==> src/sv/sfcc_pkg.sv <==
// ----------------------------------------------------------------------------
// sfcc_pkg
// Shared types, constants and the CRC-8 byte update for the sensor frame
// CRC checker.
// ----------------------------------------------------------------------------
package sfcc_pkg;

   localparam logic [7:0] CRC_INIT = 8'hFF;
   localparam logic [7:0] CRC_POLY = 8'h31;

   localparam logic [2:0] POS_T_HI  = 3'd0;
   localparam logic [2:0] POS_T_LO  = 3'd1;
   localparam logic [2:0] POS_T_CRC = 3'd2;
   localparam logic [2:0] POS_H_HI  = 3'd3;
   localparam logic [2:0] POS_H_LO  = 3'd4;
   localparam logic [2:0] POS_H_CRC = 3'd5;

   typedef struct packed {
      logic [15:0] temperature_hundredths;
      logic [15:0] humidity_hundredths;
      logic        frame_ok;
   } result_type;

   // MSB-first CRC-8 over one byte, no final XOR
   function automatic logic [7:0] crc8_update(input logic [7:0] crc, input logic [7:0] data);
      logic [7:0] c;
      c = crc ^ data;
      for (int i = 0; i < 8; i++) begin
         if (c[7]) begin
            c = {c[6:0], 1'b0} ^ CRC_POLY;
         end else begin
            c = {c[6:0], 1'b0};
         end
      end
      return c;
   endfunction

endpackage

==> src/sv/sfcc_req_if.sv <==
// ----------------------------------------------------------------------------
// sfcc_req_if
// Byte channel into the sensor frame CRC checker.
// ----------------------------------------------------------------------------
interface sfcc_req_if;
   logic       valid;
   logic       ready;
   logic [7:0] data_byte;
   logic       frame_start;

   modport source (output valid, output data_byte, output frame_start, input ready);
   modport sink   (input valid, input data_byte, input frame_start, output ready);
endinterface

==> src/sv/sfcc_rsp_if.sv <==
// ----------------------------------------------------------------------------
// sfcc_rsp_if
// Result channel out of the sensor frame CRC checker.
// ----------------------------------------------------------------------------
interface sfcc_rsp_if;
   logic        valid;
   logic        ready;
   logic [15:0] temperature_hundredths;
   logic [15:0] humidity_hundredths;
   logic        frame_ok;

   modport source (output valid, output temperature_hundredths,
                   output humidity_hundredths, output frame_ok, input ready);
   modport sink   (input valid, input temperature_hundredths,
                   input humidity_hundredths, input frame_ok, output ready);
endinterface

==> src/sv/sfcc_frame_check.sv <==
// ----------------------------------------------------------------------------
// sfcc_frame_check
// Frame position tracking, running CRC and word capture; flags the sixth
// byte of a frame and presents the finished result.
// ----------------------------------------------------------------------------
module sfcc_frame_check (
   input  logic                 clock,
   input  logic                 reset,
   input  logic                 step,
   input  logic [7:0]           data_byte,
   input  logic                 frame_start,
   output logic                 result_due,
   output logic                 result_fire,
   output sfcc_pkg::result_type result
);
   import sfcc_pkg::*;

   logic [2:0]  pos_ff, pos_in, pos_eff;
   logic [7:0]  crc_ff, crc_in;
   logic [15:0] temp_ff, temp_in;
   logic [7:0]  hum_hi_ff, hum_hi_in;
   logic [7:0]  hum_lo_ff, hum_lo_in;
   logic        first_good_ff, first_good_in;

   always_comb begin
      pos_eff = (frame_start || (pos_ff > POS_H_CRC)) ? POS_T_HI : pos_ff;
      result_due    = (pos_eff == POS_H_CRC);
      pos_in        = pos_ff;
      crc_in        = crc_ff;
      temp_in       = temp_ff;
      hum_hi_in     = hum_hi_ff;
      hum_lo_in     = hum_lo_ff;
      first_good_in = first_good_ff;
      result_fire   = 1'b0;
      if (step) begin
         pos_in = (pos_eff >= POS_H_CRC) ? POS_T_HI : pos_eff + 3'd1;
         unique case (pos_eff)
            POS_T_LO: begin
               crc_in  = crc8_update(crc_ff, data_byte);
               temp_in = {temp_ff[15:8], data_byte};
            end
            POS_T_CRC: begin
               first_good_in = (crc_ff == data_byte);
               crc_in        = CRC_INIT;
            end
            POS_H_HI: begin
               crc_in    = crc8_update(CRC_INIT, data_byte);
               hum_hi_in = data_byte;
            end
            POS_H_LO: begin
               crc_in    = crc8_update(crc_ff, data_byte);
               hum_lo_in = data_byte;
            end
            POS_H_CRC: begin
               result_fire = 1'b1;
               crc_in      = CRC_INIT;
            end
            default: begin
               crc_in  = crc8_update(CRC_INIT, data_byte);
               temp_in = {data_byte, 8'h00};
            end
         endcase
      end
   end

   assign result.temperature_hundredths = temp_ff;
   assign result.humidity_hundredths    = {hum_hi_ff, hum_lo_ff};
   assign result.frame_ok               = first_good_ff && (crc_ff == data_byte);

   always_ff @(posedge clock) begin
      if (reset) begin
         pos_ff        <= POS_T_HI;
         crc_ff        <= CRC_INIT;
         temp_ff       <= 16'h0000;
         hum_hi_ff     <= 8'h00;
         hum_lo_ff     <= 8'h00;
         first_good_ff <= 1'b0;
      end else begin
         pos_ff        <= pos_in;
         crc_ff        <= crc_in;
         temp_ff       <= temp_in;
         hum_hi_ff     <= hum_hi_in;
         hum_lo_ff     <= hum_lo_in;
         first_good_ff <= first_good_in;
      end
   end

endmodule

==> src/sv/sensor_frame_crc_checker_top.sv <==
// ----------------------------------------------------------------------------
// sensor_frame_crc_checker_top
// Checks six-byte sensor responses: temperature word + CRC, humidity word +
// CRC, CRC-8 poly 0x31 init 0xFF, and emits both words with a pass flag.
//
// Usage:
//   req carries one response byte per item with frame_start marking byte 0;
//   without frame_start the byte count wraps after the sixth byte, and a
//   frame_start in mid-frame drops the partial frame.
//   rsp carries one item per completed frame: both raw words (hundredths)
//   and frame_ok, set only when both word CRCs match.
//   Throughput: one byte per cycle while no sixth byte waits on rsp, set by
//   the combinational byte-wide CRC update ahead of the running CRC register.
//   Path: an accepted byte is processed from the input register; the result
//   of a sixth byte is loaded into the result register and shown on rsp.
//   Reset (synchronous): both stages empty, byte count at zero, CRC at 0xFF.
//   Stall: a waiting result holds; bytes that produce no result keep
//   flowing, and a sixth byte waits in the input register until the result
//   register frees up, which then holds off req.
// ----------------------------------------------------------------------------
module sensor_frame_crc_checker_top (
   input logic          clock,
   input logic          reset,
   sfcc_req_if.sink     req,
   sfcc_rsp_if.source   rsp
);
   import sfcc_pkg::*;

   logic       s1_valid_ff, s1_valid_in;
   logic [7:0] s1_byte_ff;
   logic       s1_start_ff;
   logic       s1_advance;
   logic       out_valid_ff, out_valid_in;
   result_type out_ff;
   logic       out_free;
   logic       result_due;
   logic       result_fire;
   logic       result_load;
   result_type result;

   sfcc_frame_check u_frame_check (
      .clock       (clock),
      .reset       (reset),
      .step        (s1_advance),
      .data_byte   (s1_byte_ff),
      .frame_start (s1_start_ff),
      .result_due  (result_due),
      .result_fire (result_fire),
      .result      (result)
   );

   assign out_free    = !out_valid_ff || rsp.ready;
   assign s1_advance  = s1_valid_ff && (out_free || !result_due);
   assign result_load = result_fire;
   assign req.ready   = !s1_valid_ff || s1_advance;

   always_comb begin
      s1_valid_in = s1_valid_ff;
      if (req.valid && req.ready) begin
         s1_valid_in = 1'b1;
      end else if (s1_advance) begin
         s1_valid_in = 1'b0;
      end
      out_valid_in = out_valid_ff;
      if (result_load) begin
         out_valid_in = 1'b1;
      end else if (rsp.ready) begin
         out_valid_in = 1'b0;
      end
   end

   always_ff @(posedge clock) begin
      if (reset) begin
         s1_valid_ff   <= 1'b0;
         out_valid_ff  <= 1'b0;
      end else begin
         s1_valid_ff   <= s1_valid_in;
         out_valid_ff  <= out_valid_in;
      end
   end

   always_ff @(posedge clock) begin
      if (req.valid && req.ready) begin
         s1_byte_ff  <= req.data_byte;
         s1_start_ff <= req.frame_start;
      end
      if (result_load) begin
         out_ff <= result;
      end
   end

   assign rsp.valid                  = out_valid_ff;
   assign rsp.temperature_hundredths = out_ff.temperature_hundredths;
   assign rsp.humidity_hundredths    = out_ff.humidity_hundredths;
   assign rsp.frame_ok               = out_ff.frame_ok;

`ifndef SYNTHESIS
   a_load_into_free: assert property (@(posedge clock) disable iff (reset)
      result_load |-> out_free)
      else $error("result loaded over an unaccepted result");

   a_s1_hold: assert property (@(posedge clock) disable iff (reset)
      (s1_valid_ff && !s1_advance) |=> (s1_valid_ff && $stable(s1_byte_ff)))
      else $error("stalled input byte lost");

   a_empty_ready: assert property (@(posedge clock) disable iff (reset)
      !s1_valid_ff |-> req.ready)
      else $error("empty input stage not ready");

   a_reset_empty: assert property (@(posedge clock)
      reset |=> (!s1_valid_ff && !out_valid_ff))
      else $error("stages not empty after reset");
`endif

endmodule
==> src/flat_wrapper.sv <==
// flat-port wrapper written by rule: the top's interface ports become plain ports
module sensor_frame_crc_checker_top_flat import sfcc_pkg::*;
  (clock, reset, req_valid, req_data_byte, req_frame_start, req_ready, rsp_valid, rsp_temperature_hundredths, rsp_humidity_hundredths, rsp_frame_ok, rsp_ready);
  sfcc_req_if req_i ();
  sfcc_rsp_if rsp_i ();
  input logic clock;
  input logic reset;
  input wire logic [$bits(req_i.valid)-1:0] req_valid;
  input wire logic [$bits(req_i.data_byte)-1:0] req_data_byte;
  input wire logic [$bits(req_i.frame_start)-1:0] req_frame_start;
  output wire logic [$bits(req_i.ready)-1:0] req_ready;
  output wire logic [$bits(rsp_i.valid)-1:0] rsp_valid;
  output wire logic [$bits(rsp_i.temperature_hundredths)-1:0] rsp_temperature_hundredths;
  output wire logic [$bits(rsp_i.humidity_hundredths)-1:0] rsp_humidity_hundredths;
  output wire logic [$bits(rsp_i.frame_ok)-1:0] rsp_frame_ok;
  input wire logic [$bits(rsp_i.ready)-1:0] rsp_ready;
  assign req_i.valid = req_valid;
  assign req_i.data_byte = req_data_byte;
  assign req_i.frame_start = req_frame_start;
  assign req_ready = req_i.ready;
  assign rsp_valid = rsp_i.valid;
  assign rsp_temperature_hundredths = rsp_i.temperature_hundredths;
  assign rsp_humidity_hundredths = rsp_i.humidity_hundredths;
  assign rsp_frame_ok = rsp_i.frame_ok;
  assign rsp_i.ready = rsp_ready;
  sensor_frame_crc_checker_top u_core (.clock(clock), .reset(reset), .req(req_i), .rsp(rsp_i));
endmodule
==> config.mk <==
export PLATFORM = sky130hd
export DESIGN_NAME = sensor_frame_crc_checker_top_flat
export DESIGN_NICKNAME = d
export VERILOG_FILES = /design/src/sv/sfcc_pkg.sv /design/src/sv/sfcc_req_if.sv /design/src/sv/sfcc_rsp_if.sv /design/src/sv/sfcc_frame_check.sv /design/src/sv/sensor_frame_crc_checker_top.sv /design/src/flat_wrapper.sv
export SDC_FILE = /design/constraint.sdc
export NUM_CORES = 1
export LEC_CHECK = 0
export ABC_AREA = 1
export BUFFER_PORTS_ARGS = -buffer_cell sky130_fd_sc_hd__buf_2
export CORE_MARGIN = 2
export CORE_UTILIZATION = 37
export CTS_BUF_LIST = sky130_fd_sc_hd__clkbuf_16
export DETAILED_ROUTE_END_ITERATION = 8
export PLACE_DENSITY = 0.62
export SLEW_MARGIN = 0
export SYNTH_ARGS = -nofsm -noshare
export SYNTH_HDL_FRONTEND = slang
export SYNTH_SLANG_ARGS = --single-unit
==> constraint.sdc <==
create_clock -name clock -period 4.26 [get_ports clock]
set_input_delay 0.852 -clock clock [delete_from_list [all_inputs] [get_ports clock]]
set_output_delay 0.852 -clock clock [all_outputs]
set_load 0.03 [all_outputs]
==> reports/metrics.yaml, run 1 <==
setup_path:
  worst_path_max_delay_cell: "dfxtp_1"
  crit_path_cell_trace: "a21oi_1, nand2_1, inv_1, ha_1, nand3_1, inv_1, nor2_2, buf_4, inv_1, nor2_2, buf_4"
  slowest_delay_ns: 0.38
  timing.rr.start: "u_core.u_frame_check.pos_ff[2]$_SDFFE_PP0P_"
  critPathMaxFanout: 43
  crit_top_cell: "inv_1"
  cp_data_arrival_time_ns: 2.79
  reg2reg_setup_slack_ns: 1.46
  r2r_cells: 11
  crit_path_end_kind: "register"
  r2r-end: "u_core.rsp.temperature_hundredths[7]$_DFFE_PP_"
  path_class: "register to register"
  start_kind: "register"
  worstPathRequired_ns: 4.25
outcome:
  status: "complete, no violations"
sta:
  rsz0062_at_grt: "false"
  tightest_slew_ns: 0.808
  hold_ws_ns: 0.427
  setup_tns_ns: 0
  hold_viol_final: 0
  fin_worst_skew_ns: 0.00566
  min_period_ns: 2.80
  fmax_mhz: 358
  slew_viol_final: 0
  relSlewSlack_pct: 46.2
  period_share_pct: 65.6
  setup_viol: 0
route:
  vias_per_cell: 4.80
  routed_wl_mm: 7.84
  drc_errors: 0
  num_vias: 2949
  drtPass1Iterations: 4
  postRouteAntennaNets: 0
  first_iter_violations: 165
  wl_per_cell_um: 12.8
synthesis:
  yosys_register_bits: 88
  synth.cell_area_um2: 3850
  ys.warnings.count: 0
  netlist_instances: 433
  ys_types: 25
  syn_area_per_cell_um2: 8.90
  synth_nets: 451
  seq_area_frac_synth_pct: 56.6
pwr:
  power.density_nw_per_um2: 438
  p_leak_uw: 0.00182
  peakVddDrop_uv: 180
  power.total_uw: 1970
place:
  portBuffers: 47
  placed_area_um2: 4180
  place_hpwl_mm: 5.37
  gp_congestion: 0.852
  dp.cells: 598
flow_run:
  maxCapViolCount: 0
finish:
  n_fill_cell: 1014
  antenna_cells: 0
  area_growth_syn_to_layout_pct: 16.5
  final_cell_count_no_fill: 614
  final_layout_size_suffix_gt1_share_pct: 14.4
  final_area_um2: 4490
  multi_input_area_um2: 1450
  seqCellArea_um2: 2180
  nets: 491
cts:
  clk_latency_ns: 0.34
  cts_buffers: 9
  cts_resized: 0
  clock-root-buffer: "clkbuf_16"
  ctsHtreeMaxLevel: 3
  cts_setup_buffers: 0
  cts.clk_slew.worst_paths_ns: 0.06
  cts_hold_buffers: 0
  cts_sinks: 88
  tritoncts: "yes"
  clockBufferDepth: 2
grt:
  grt_max_degree: 44
  grt_use_total_pct: 14.9
  grt_overflow: 0
  grt_pass1_wl_mm: 12.8
  grt_antenna_before_repair: 0
  grt_pass1_vias: 2662
floorplanning:
  ios: 48
  fp.dieArea_um2: 11200
  start_util_pct: 37.7
  std_cell_rows: 37
  fp.dieW_um: 106
  die-height_um: 106
  core_area_um2: 10200
worst_hold_path:
  hp-start: "u_core.u_frame_check.temp_ff[6]$_SDFFE_PP0P_"
  hold_path_class: "register to register"
  min_path_cells: 0
  min_to: "u_core.rsp.temperature_hundredths[6]$_DFFE_PP_"
[registers in the layout, summed over array words and instances (netlist names), 3 cells and up]
signal                             count
u_core.rsp.humidity_hundredths        16
u_core.rsp.temperature_hundredths     16
u_core.u_frame_check.temp_ff          16
u_core.s1_byte_ff                      8
u_core.u_frame_check.crc_ff            8
u_core.u_frame_check.hum_hi_ff         8
u_core.u_frame_check.hum_lo_ff         8
u_core.u_frame_check.pos_ff            3
[where the power goes]
part,total (uW),leakage (uW),switching (uW),internal (uW)
clock network,804,0.000157,300,505
registers,936,0.000721,31.1,904
logic,226,0.000941,145,81.1
[metal layers]
metal / track usage (%) / up-vias / share of wire, %
met5: 0 / - / 0
met1: 19.8 / 1347 / 47
met4: 8.74 / 0 / 2.8
met3: 3.68 / 15 / 6.7
li1: - / 1510 / -
met2: 22.0 / 77 / 44
[through the flow]
| step | utilization (%) | worst slack, ns |
|---|---|---|
| after floorplan | - | 1.09 |
| after global placement | 40.9 | 1.47 |
| after detailed placement | 40.9 | 1.42 |
| after CTS | 43.9 | 1.46 |
| after global routing | 43.9 | 1.26 |
| final | 43.9 | 1.46 |
[logic make-up after synthesis]
kind of cell	synth area share, %
and+or+nand+nor	22.2
DFF	56.6
AOI/OAI and AO/OA	8.93
buffers and inverters	5.91
xor gates and xnor gates	4.68
adders and majority gates	1.62
[layout by cell type (no fill, tap or decap)]
cell type,count
nor2_1,15
nand3_1,39
buf_2,47
xnor3_1,1
buf_4,2
clkbuf_16,9
dfxtp_1,46
xnor2_1,10
clkinv_1,1
bufinv_16,2
o21ai_0,10
o211ai_1,2
nand2_1,134
nand4_1,8
a211oi_4,1
nand3_2,1
nand3b_4,1
inv_2,2
a21oi_1,50
clkinvlp_4,1
nand2_2,1
edfxtp_1,42
xor2_1,8
inv_1,36
o221ai_1,1
ha_1,5
nor2_2,2
nor4_1,1
[worst max path at each step]
stage | startpoint | to
global route | u_core.u_frame_check.pos_ff[2]$_SDFFE_PP0P_ | u_core.rsp.temperature_hundredths[7]$_DFFE_PP_
detailed placement | rsp_ready | u_core.rsp.temperature_hundredths[7]$_DFFE_PP_
global placement | rsp_ready | u_core.rsp.temperature_hundredths[11]$_DFFE_PP_
finish | u_core.u_frame_check.pos_ff[2]$_SDFFE_PP0P_ | u_core.rsp.temperature_hundredths[7]$_DFFE_PP_
floorplan | rsp_ready | u_core.rsp.frame_ok$_DFFE_PP_
CTS | u_core.u_frame_check.pos_ff[2]$_SDFFE_PP0P_ | u_core.rsp.humidity_hundredths[8]$_DFFE_PP_
[cell usage after synthesis (all sizes together)]
library cell  instances  area share, %
xnor3                 1           0.58
nand2               135             13
nand4                 8            1.3
inv                  35            3.4
dfxtp                46             24
a211oi                1           0.52
o211ai                2           0.39
o21ai                10            1.3
xor2                  8            1.8
xnor2                10            2.3
o221ai                1           0.23
clkbuf                8           0.78
a21oi                50            6.5
nand3                40            5.3
nand3b                1           0.52
nor2                 17            1.7
nor4                  1           0.16
ha                    5            1.6
buf                  12            1.7
edfxtp               42             33
[worst max-delay path, delay by kind of cell, from the launching register on]
family	cells	cell delay (ns)
adders and majority gates	1	0.24
DFF	1	0.38
AOI/OAI and AO/OA	1	0.11
and+or+nand+nor	4	0.45
buffers and inverters	5	1.24
[cell type report]
type                            count  area share [%]
Sequential cell                    88            48.6
Clock inverter                      7            1.84
Inverter                           35            2.93
Clock buffer                        9            5.02
Tap cell                          136            3.79
Timing Repair Buffer               49            5.58
Multi-Input combinational cell    290            32.2
No activity file was read; power rests on OpenSTA's default activity.
==> run 2: changes to the inputs <==
==> constraint.sdc (replaced) <==
create_clock -name clock -period 2.7 [get_ports clock]
set_input_delay 0.54 -clock clock [delete_from_list [all_inputs] [get_ports clock]]
set_output_delay 0.54 -clock clock [all_outputs]
set_load 0.03 [all_outputs]
==> run 2 against run 1 <==
Net effect:
- die area stayed put
- clock skew is 0.00060 ns lower
- cell count is 0.65% higher
- highest routed layer unchanged
- combinational power is 59% higher
- largest cell class unchanged
- flip-flop and latch count stayed put
- count of clock-buffer cells in the layout stayed put
- global-route usage is 0.74 points higher
- power is 63% higher
- first-iteration DRC count is 16% lower
- utilization is 0.57 points higher
==> reports/metrics.yaml, run 2 (synthesized netlist as in run 1, its figures left out) <==
outcome:
  status: "complete, no violations"  # unchanged
cts:
  cts_setup_buffers: 0  # unchanged
  cts_hold_buffers: 0  # unchanged
  cts_sinks: 88  # unchanged
  tritoncts: "yes"  # unchanged
  cts_buffers: 9  # unchanged
  clock-root-buffer: "clkbuf_16"  # unchanged
  cts.clk_slew.worst_paths_ns: 0.06  # about the same
  clockBufferDepth: 2  # unchanged
  clk_latency_ns: 0.33  # was 0.34 ns
  cts_resized: 0  # unchanged
  ctsHtreeMaxLevel: 3  # unchanged
floorplanning:
  fp.dieW_um: 106  # unchanged
  start_util_pct: 37.7  # unchanged
  fp.dieArea_um2: 11200  # unchanged
  ios: 48  # unchanged
  std_cell_rows: 37  # unchanged
  die-height_um: 106  # unchanged
  core_area_um2: 10200  # unchanged
grt:
  grt_use_total_pct: 15.6  # was 14.9%
  grt_pass1_vias: 2733  # was 2662
  grt_overflow: 0  # unchanged
  grt_max_degree: 43  # was 44
  grt_pass1_wl_mm: 13.4  # was 12.8 mm
  grt_antenna_before_repair: 0  # unchanged
pwr:
  intPower_uw: 2450  # was 1490 uW
  peakVddDrop_uv: 354  # was 180 uV
  comb_power_share_pct: 11.2  # was 11.5%
  p_clk_share_pct: 42.8  # was 40.9%
  p_seq_share_pct: 46.0  # was 47.6%
  power.density_nw_per_um2: 707  # was 438 nW/um2
  p_leak_uw: 0.00185  # was 0.00182 uW
  p_sw_uw: 759  # was 476 uW
  switching_share_pct: 23.6  # was 24.2%
  power.total_uw: 3210  # was 1970 uW
setup_path:
  start_kind: "register"  # unchanged
  path_class: "register to output pin"  # was register to register
  crit_path_cell_trace: "a21oi_1, nand2_1, inv_1, ha_1, nand3_1, inv_1, nand2_1, buf_2"  # was a21oi_1, nand2_1, inv_1, ha_1, nand3_1, inv_1, nor2_2, buf_4, inv_1, nor2_2, buf_4
  slowest_delay_ns: 0.38  # about the same
  cp_data_arrival_time_ns: 1.89  # was 2.79 ns
  crit_path_end_kind: "output pin"  # was register
  critPathMaxFanout: 4  # was 43
  worstPathRequired_ns: 2.16  # was 4.25 ns
  worst_path_max_delay_cell: "edfxtp_1"  # was dfxtp_1
finish:
  final_cell_count_no_fill: 618  # was 614
  nets: 495  # was 491
  area_growth_syn_to_layout_pct: 18.0  # was 16.5%
  final_area_um2: 4550  # was 4490 um2
  final_cell_mix: "134 x nand2_1, 50 x a21oi_1, 47 x buf_2"  # unchanged
  n_fill_cell: 970  # was 1014
  final_common_cell: "nand2_1"  # unchanged
  final_layout_size_suffix_gt1_share_pct: 15.6  # was 14.4%
  antenna_cells: 0  # unchanged
route:
  routed_wl_mm: 8.29  # was 7.84 mm
  postRouteAntennaNets: 0  # unchanged
  num_vias: 2951  # was 2949
  drc_errors: 0  # unchanged
  wl_per_cell_um: 13.4  # was 12.8 um
  vias_per_cell: 4.78  # was 4.80
  drtPass1Iterations: 4  # unchanged
  first_iter_violations: 139  # was 165
flow_run:
  maxCapViolCount: 0  # unchanged
sta:
  relSlewSlack_pct: 63.8  # was 46.2%
  fin_worst_skew_ns: 0.00506  # was 0.00566 ns
  setup_viol: 0  # unchanged
  hold_viol_final: 0  # unchanged
  period_share_pct: 89.8
  fmax_mhz: 412
  slew_viol_final: 0  # unchanged
  tightest_slew_ns: 0.541  # was 0.808 ns
  rsz0062_at_grt: "false"  # unchanged
  setup_tns_ns: 0  # unchanged
  min_period_ns: 2.43
worst_hold_path:
  hold_path_class: "input pin to register"  # was register to register
place:
  dp.cells: 602  # was 598
  place_hpwl_mm: 5.76  # was 5.37 mm
  placed_area_um2: 4210  # was 4180 um2
  portBuffers: 47  # unchanged
  gp_congestion: 0.832  # was 0.852
[run 2: changes by cell type in the layout (fill, tap and decap cells not counted)]
cell and change:
bufinv_16 +1, buf_4 +4, clkinvlp_4 -1, clkinv_2 +1, inv_1 -2, clkinv_4 +1
[run 2: worst paths after layout]
| path | startpoint | endpoint | slack, ns | cells after the start |
|---|---|---|---|---|
| max | u_core.s1_start_ff$_DFFE_PP_ | req_ready | 0.27 | 8 |
| min | req_data_byte[0] | u_core.s1_byte_ff[0]$_DFFE_PP_ | 0.38 | 1 |
| max reg2reg | u_core.u_frame_check.pos_ff[2]$_SDFFE_PP0P_ | u_core.u_frame_check.temp_ff[7]$_SDFFE_PP0P_ | 0.33 | 10 |
| min reg2reg | u_core.u_frame_check.temp_ff[3]$_SDFFE_PP0P_ | u_core.rsp.temperature_hundredths[3]$_DFFE_PP_ | 0.43 | 0 |
[run 2: cell type report]
| cell class | count | area, um2 | share of cell area [%] |
|---|---|---|---|
| Multi-Input combinational cell | 290 | 1450 | 31.8 |
| Inverter | 35 | 131 | 2.89 |
| Clock buffer | 9 | 225 | 4.95 |
| Sequential cell | 88 | 2180 | 48.0 |
| Clock inverter | 7 | 111 | 2.45 |
| Timing Repair Buffer | 53 | 280 | 6.16 |
| Tap cell | 136 | 170 | 3.74 |
[run 2: per-layer routing]
layer / wire length [um] / GRT usage (%)
met1: 3970 / 20.5
met2: 3840 / 24.9
met5: 0 / 0
met4: 178 / 6.11
met3: 308 / 3.92
[run 2: stage by stage]
| stage | util (%) | hold slack, ns | setup slack [ns] |
|---|---|---|---|
| floorplan | - | 0.409 | 0.0891 |
| global placement | 41.2 | 0.420 | 0.559 |
| detailed placement | 41.2 | 0.420 | 0.398 |
| CTS | 44.4 | 0.369 | 0.271 |
| global route | 44.4 | 0.365 | 0.0691 |
| finish | 44.4 | 0.379 | 0.275 |
[run 2: worst max-delay path, delay by kind of cell, from the launching register on]
family                   cells  cell delay, ns
flip-flops                   1            0.38
AND/OR/NAND/NOR              3            0.35
buffers and inverters        3            0.42
AO/OA/AOI/OAI                1            0.19
adder cells (fa/ha/maj)      1            0.21
[run 2: power groups by stage]
| stage | registers (uW) | clock network [uW] | logic, uW |
|---|---|---|---|
| floorplan | 1470 | 0 | 305 |
| global placement | 1500 | 0 | 351 |
| detailed placement | 1510 | 0 | 358 |
| CTS | 1480 | 1400 | 360 |
| global route | 1480 | 1460 | 411 |
| finish | 1480 | 1380 | 360 |
==> run 3: changes to the inputs <==
--- a/config.mk
+++ b/config.mk
@@ -5,13 +5,12 @@
 export SDC_FILE = /design/constraint.sdc
 export NUM_CORES = 1
 export LEC_CHECK = 0
-export ABC_AREA = 1
 export BUFFER_PORTS_ARGS = -buffer_cell sky130_fd_sc_hd__buf_2
-export CORE_MARGIN = 2
-export CORE_UTILIZATION = 37
+export CORE_MARGIN = 4
+export CORE_UTILIZATION = 55
 export CTS_BUF_LIST = sky130_fd_sc_hd__clkbuf_16
 export DETAILED_ROUTE_END_ITERATION = 8
-export PLACE_DENSITY = 0.62
+export PLACE_DENSITY = 0.84
 export SLEW_MARGIN = 0
 export SYNTH_ARGS = -nofsm -noshare
 export SYNTH_HDL_FRONTEND = slang
==> run 3 against run 2 <==
Net effect:
- utilization up 21 points
- worst hold slack is essentially flat
- sequential power is essentially flat
- flip-flop and latch count stayed put
- sequential share of layout area is 4.0 points higher
- global-route usage rose by 3.3 points
- largest power group unchanged
==> reports/metrics.yaml, run 3 <==
synthesis:
  yosys-top-cells-area: "edfxtp_1 35%, dfxtp_1 25%, xnor2_1 5.5%"  # was edfxtp_1 33%, dfxtp_1 24%, nand2_1 13%
  synth_ff_type: "dfxtp_1"  # unchanged
  yosysTopAreaCellShare_pct: 34.5  # was 32.7%
  yosys_register_bits: 88  # unchanged
  ys_types: 45  # was 25
  synthTopCellsByCount: "46 x dfxtp_1, 42 x edfxtp_1, 24 x nor2_1"  # was 134 x nand2_1, 50 x a21oi_1, 46 x dfxtp_1
  synth.cell_area_um2: 3650  # was 3850 um2
  synth-edff-count: 42  # unchanged
  ys.warnings.count: 0  # unchanged
  netlist_instances: 297  # was 433
  synth_nets: 315  # was 451
  syn_area_per_cell_um2: 12.3  # was 8.90 um2
  seq_area_frac_synth_pct: 59.7  # was 56.6%
  postSynth.asyncResetShare_pct: 0  # unchanged
  yosys.area.top_type: "edfxtp_1"  # unchanged
  yosysMostFrequentCell: "dfxtp_1"  # was nand2_1
route:
  first_iter_violations: 153  # was 139
  vias_per_cell: 5.60  # was 4.78
  routed_wl_mm: 6.81  # was 8.29 mm
  postRouteAntennaNets: 0  # unchanged
  wl_per_cell_um: 16.1  # was 13.4 um
  num_vias: 2364  # was 2951
  drc_errors: 0  # unchanged
  drtPass1Iterations: 4  # unchanged
worst_hold_path:
  hold_path_class: "input pin to register"  # unchanged
grt:
  grt_max_degree: 47  # was 43
  grt_overflow: 0  # unchanged
  grt_use_total_pct: 19.0  # was 15.6%
  grt_antenna_before_repair: 0  # unchanged
  grt_pass1_vias: 2274  # was 2733
  grt_pass1_wl_mm: 11.4  # was 13.4 mm
finish:
  area_growth_syn_to_layout_pct: 14.8  # was 18.0%
  nets: 358  # was 495
  final_cell_mix: "47 x buf_2, 46 x dfxtp_1, 42 x edfxtp_1"  # was 134 x nand2_1, 50 x a21oi_1, 47 x buf_2
  final_layout_size_suffix_gt1_share_pct: 23.5  # was 15.6%
  antenna_cells: 0  # unchanged
  final_common_cell: "buf_2"  # was nand2_1
pwr:
  p_clk_share_pct: 38.5  # was 42.8%
  p_leak_uw: 0.00171  # was 0.00185 uW
  comb_power_share_pct: 11.2  # about the same
  power.density_nw_per_um2: 700  # was 707 nW/um2
  p_sw_uw: 718  # was 759 uW
  peakVddDrop_uv: 491  # was 354 uV
  p_seq_share_pct: 50.3  # was 46.0%
  switching_share_pct: 24.5  # was 23.6%
  intPower_uw: 2220  # was 2450 uW
sta:
  fmax_mhz: 388  # was 412 MHz
  setup_viol: 0  # unchanged
  fin_worst_skew_ns: 0.00581  # was 0.00506 ns
  setup_tns_ns: 0  # unchanged
  slew_viol_final: 0  # unchanged
  min_period_ns: 2.57  # was 2.43 ns
  relSlewSlack_pct: 44.1  # was 63.8%
  tightest_slew_ns: 0.838  # was 0.541 ns
  rsz0062_at_grt: "false"  # unchanged
  hold_ws_ns: 0.379  # about the same
  worst_slack_ns: 0.125  # was 0.275 ns
  hold_viol_final: 0  # unchanged
  period_share_pct: 95.4  # was 89.8%
setup_path:
  crit_path_cell_trace: "nand3b_1, inv_1, ha_1, nand3b_1, or3_1, buf_2"  # was a21oi_1, nand2_1, inv_1, ha_1, nand3_1, inv_1, nand2_1, buf_2
  path_class: "register to output pin"  # unchanged
  cp_data_arrival_time_ns: 2.03  # was 1.89 ns
  slowest_delay_ns: 0.44  # was 0.38 ns
  worstPathRequired_ns: 2.16  # about the same
  crit_top_cell: "nand3b_1"
  start_kind: "register"  # unchanged
  critPathMaxFanout: 4  # unchanged
  worst_path_max_delay_cell: "edfxtp_1"  # unchanged
  crit_path_end_kind: "output pin"  # unchanged
place:
  dp_slack_ns: 0.452  # was 0.398 ns
  portBuffers: 47  # unchanged
  gp_congestion: 0.877  # was 0.832
  place_hpwl_mm: 4.55  # was 5.76 mm
cts:
  clk_latency_ns: 0.34  # was 0.33 ns
  cts_buffers: 9  # unchanged
  cts_hold_buffers: 0  # unchanged
  cts_resized: 0  # unchanged
  clock-root-buffer: "clkbuf_16"  # unchanged
  cts_setup_buffers: 0  # unchanged
  cts_sinks: 88  # unchanged
  clockBufferDepth: 2  # unchanged
  tritoncts: "yes"  # unchanged
  ctsHtreeMaxLevel: 3  # unchanged
  cts.clk_slew.worst_paths_ns: 0.06  # about the same
floorplanning:
  fp.dieW_um: 89.5  # was 106 um
  core_area_um2: 6390  # was 10200 um2
  std_cell_rows: 29  # was 37
  ios: 48  # unchanged
  fp.dieArea_um2: 8010  # was 11200 um2
  start_util_pct: 57.2  # was 37.7%
  die-height_um: 89.5  # was 106 um
flow_run:
  maxCapViolCount: 0  # unchanged
outcome:
  status: "complete, no violations"  # unchanged
==> run 3: changes by cell type in the layout (fill, tap and decap cells not counted), sizes merged, moves of 16 or more <==
cell and delta:
inv -29, a21oi -31, xnor2 +16, mux2i +17
nand2 -114, nand3 -19
==> run 3: logic make-up after synthesis <==
family	synth area share, %
adders and majority gates	1.71
buffers and inverters	3.22
DFF	59.7
muxes	4.66
xor gates and xnor gates	10.6
and+or+nand+nor	11.6
AOI/OAI and AO/OA	8.49
==> run 3: worst paths after layout <==
check | slack [ns] | to | start | cells after the start
max | 0.13 | req_ready | u_core.s1_start_ff$_DFFE_PP_ | 6
min | 0.38 | u_core.s1_byte_ff[0]$_DFFE_PP_ | req_data_byte[0] | 1
max reg2reg | 0.44 | u_core.u_frame_check.crc_ff[4]$_SDFFE_PP1P_ | u_core.u_frame_check.pos_ff[1]$_SDFFE_PP0P_ | 9
min reg2reg | 0.43 | u_core.rsp.humidity_hundredths[7]$_DFFE_PP_ | u_core.u_frame_check.hum_lo_ff[7]$_SDFFE_PP0P_ | 0
==> run 3: per-layer routing <==
layer  share of wire (%)  vias to the layer above  GRT usage [%]
li1                    -                     1137              -
met1                  46                     1138           25.9
met4                 1.4                        0           5.95
met2                  46                       77           29.4
met5                   0                        -              0
met3                 6.5                       12           5.35
==> run 3: final cells by class <==
class	instances	area (um2)
clock buffer	9	225
fill	490	2190
tap	77	96.3
sequential	88	2180
multi-input combinational	184	1360
inverter	6	22.5
clock inverter	7	47.5
timing repair buffer	51	265
==> run 3: power groups by stage <==
stage	sequential, uW	clock (uW)	combinational [uW]
final	1480	1130	329
after global placement	1500	0	318
after CTS	1480	1140	329
after floorplan	1470	0	307
after global routing	1480	1220	362
after detailed placement	1510	0	326
==> run 3: metrics by stage <==
step                      power, uW  cell area (um2)  cells  utilization (%)
after floorplan                1780             3660    297                -
after global placement         1820             3920    406             61.4
after detailed placement       1830             3920    406             61.4
after CTS                      2950             4200    422             65.7
after global routing           3060             4200    422             65.7
final                          2940             4200    422             65.7
==> run 3: worst max-delay path, delay by kind of cell, from the launching register on <==
kind                       cells  cell delay [ns]
and+or+nand+nor                3             0.75
buffers and inverters          2             0.33
adders and majority gates      1             0.18
DFF                            1             0.44
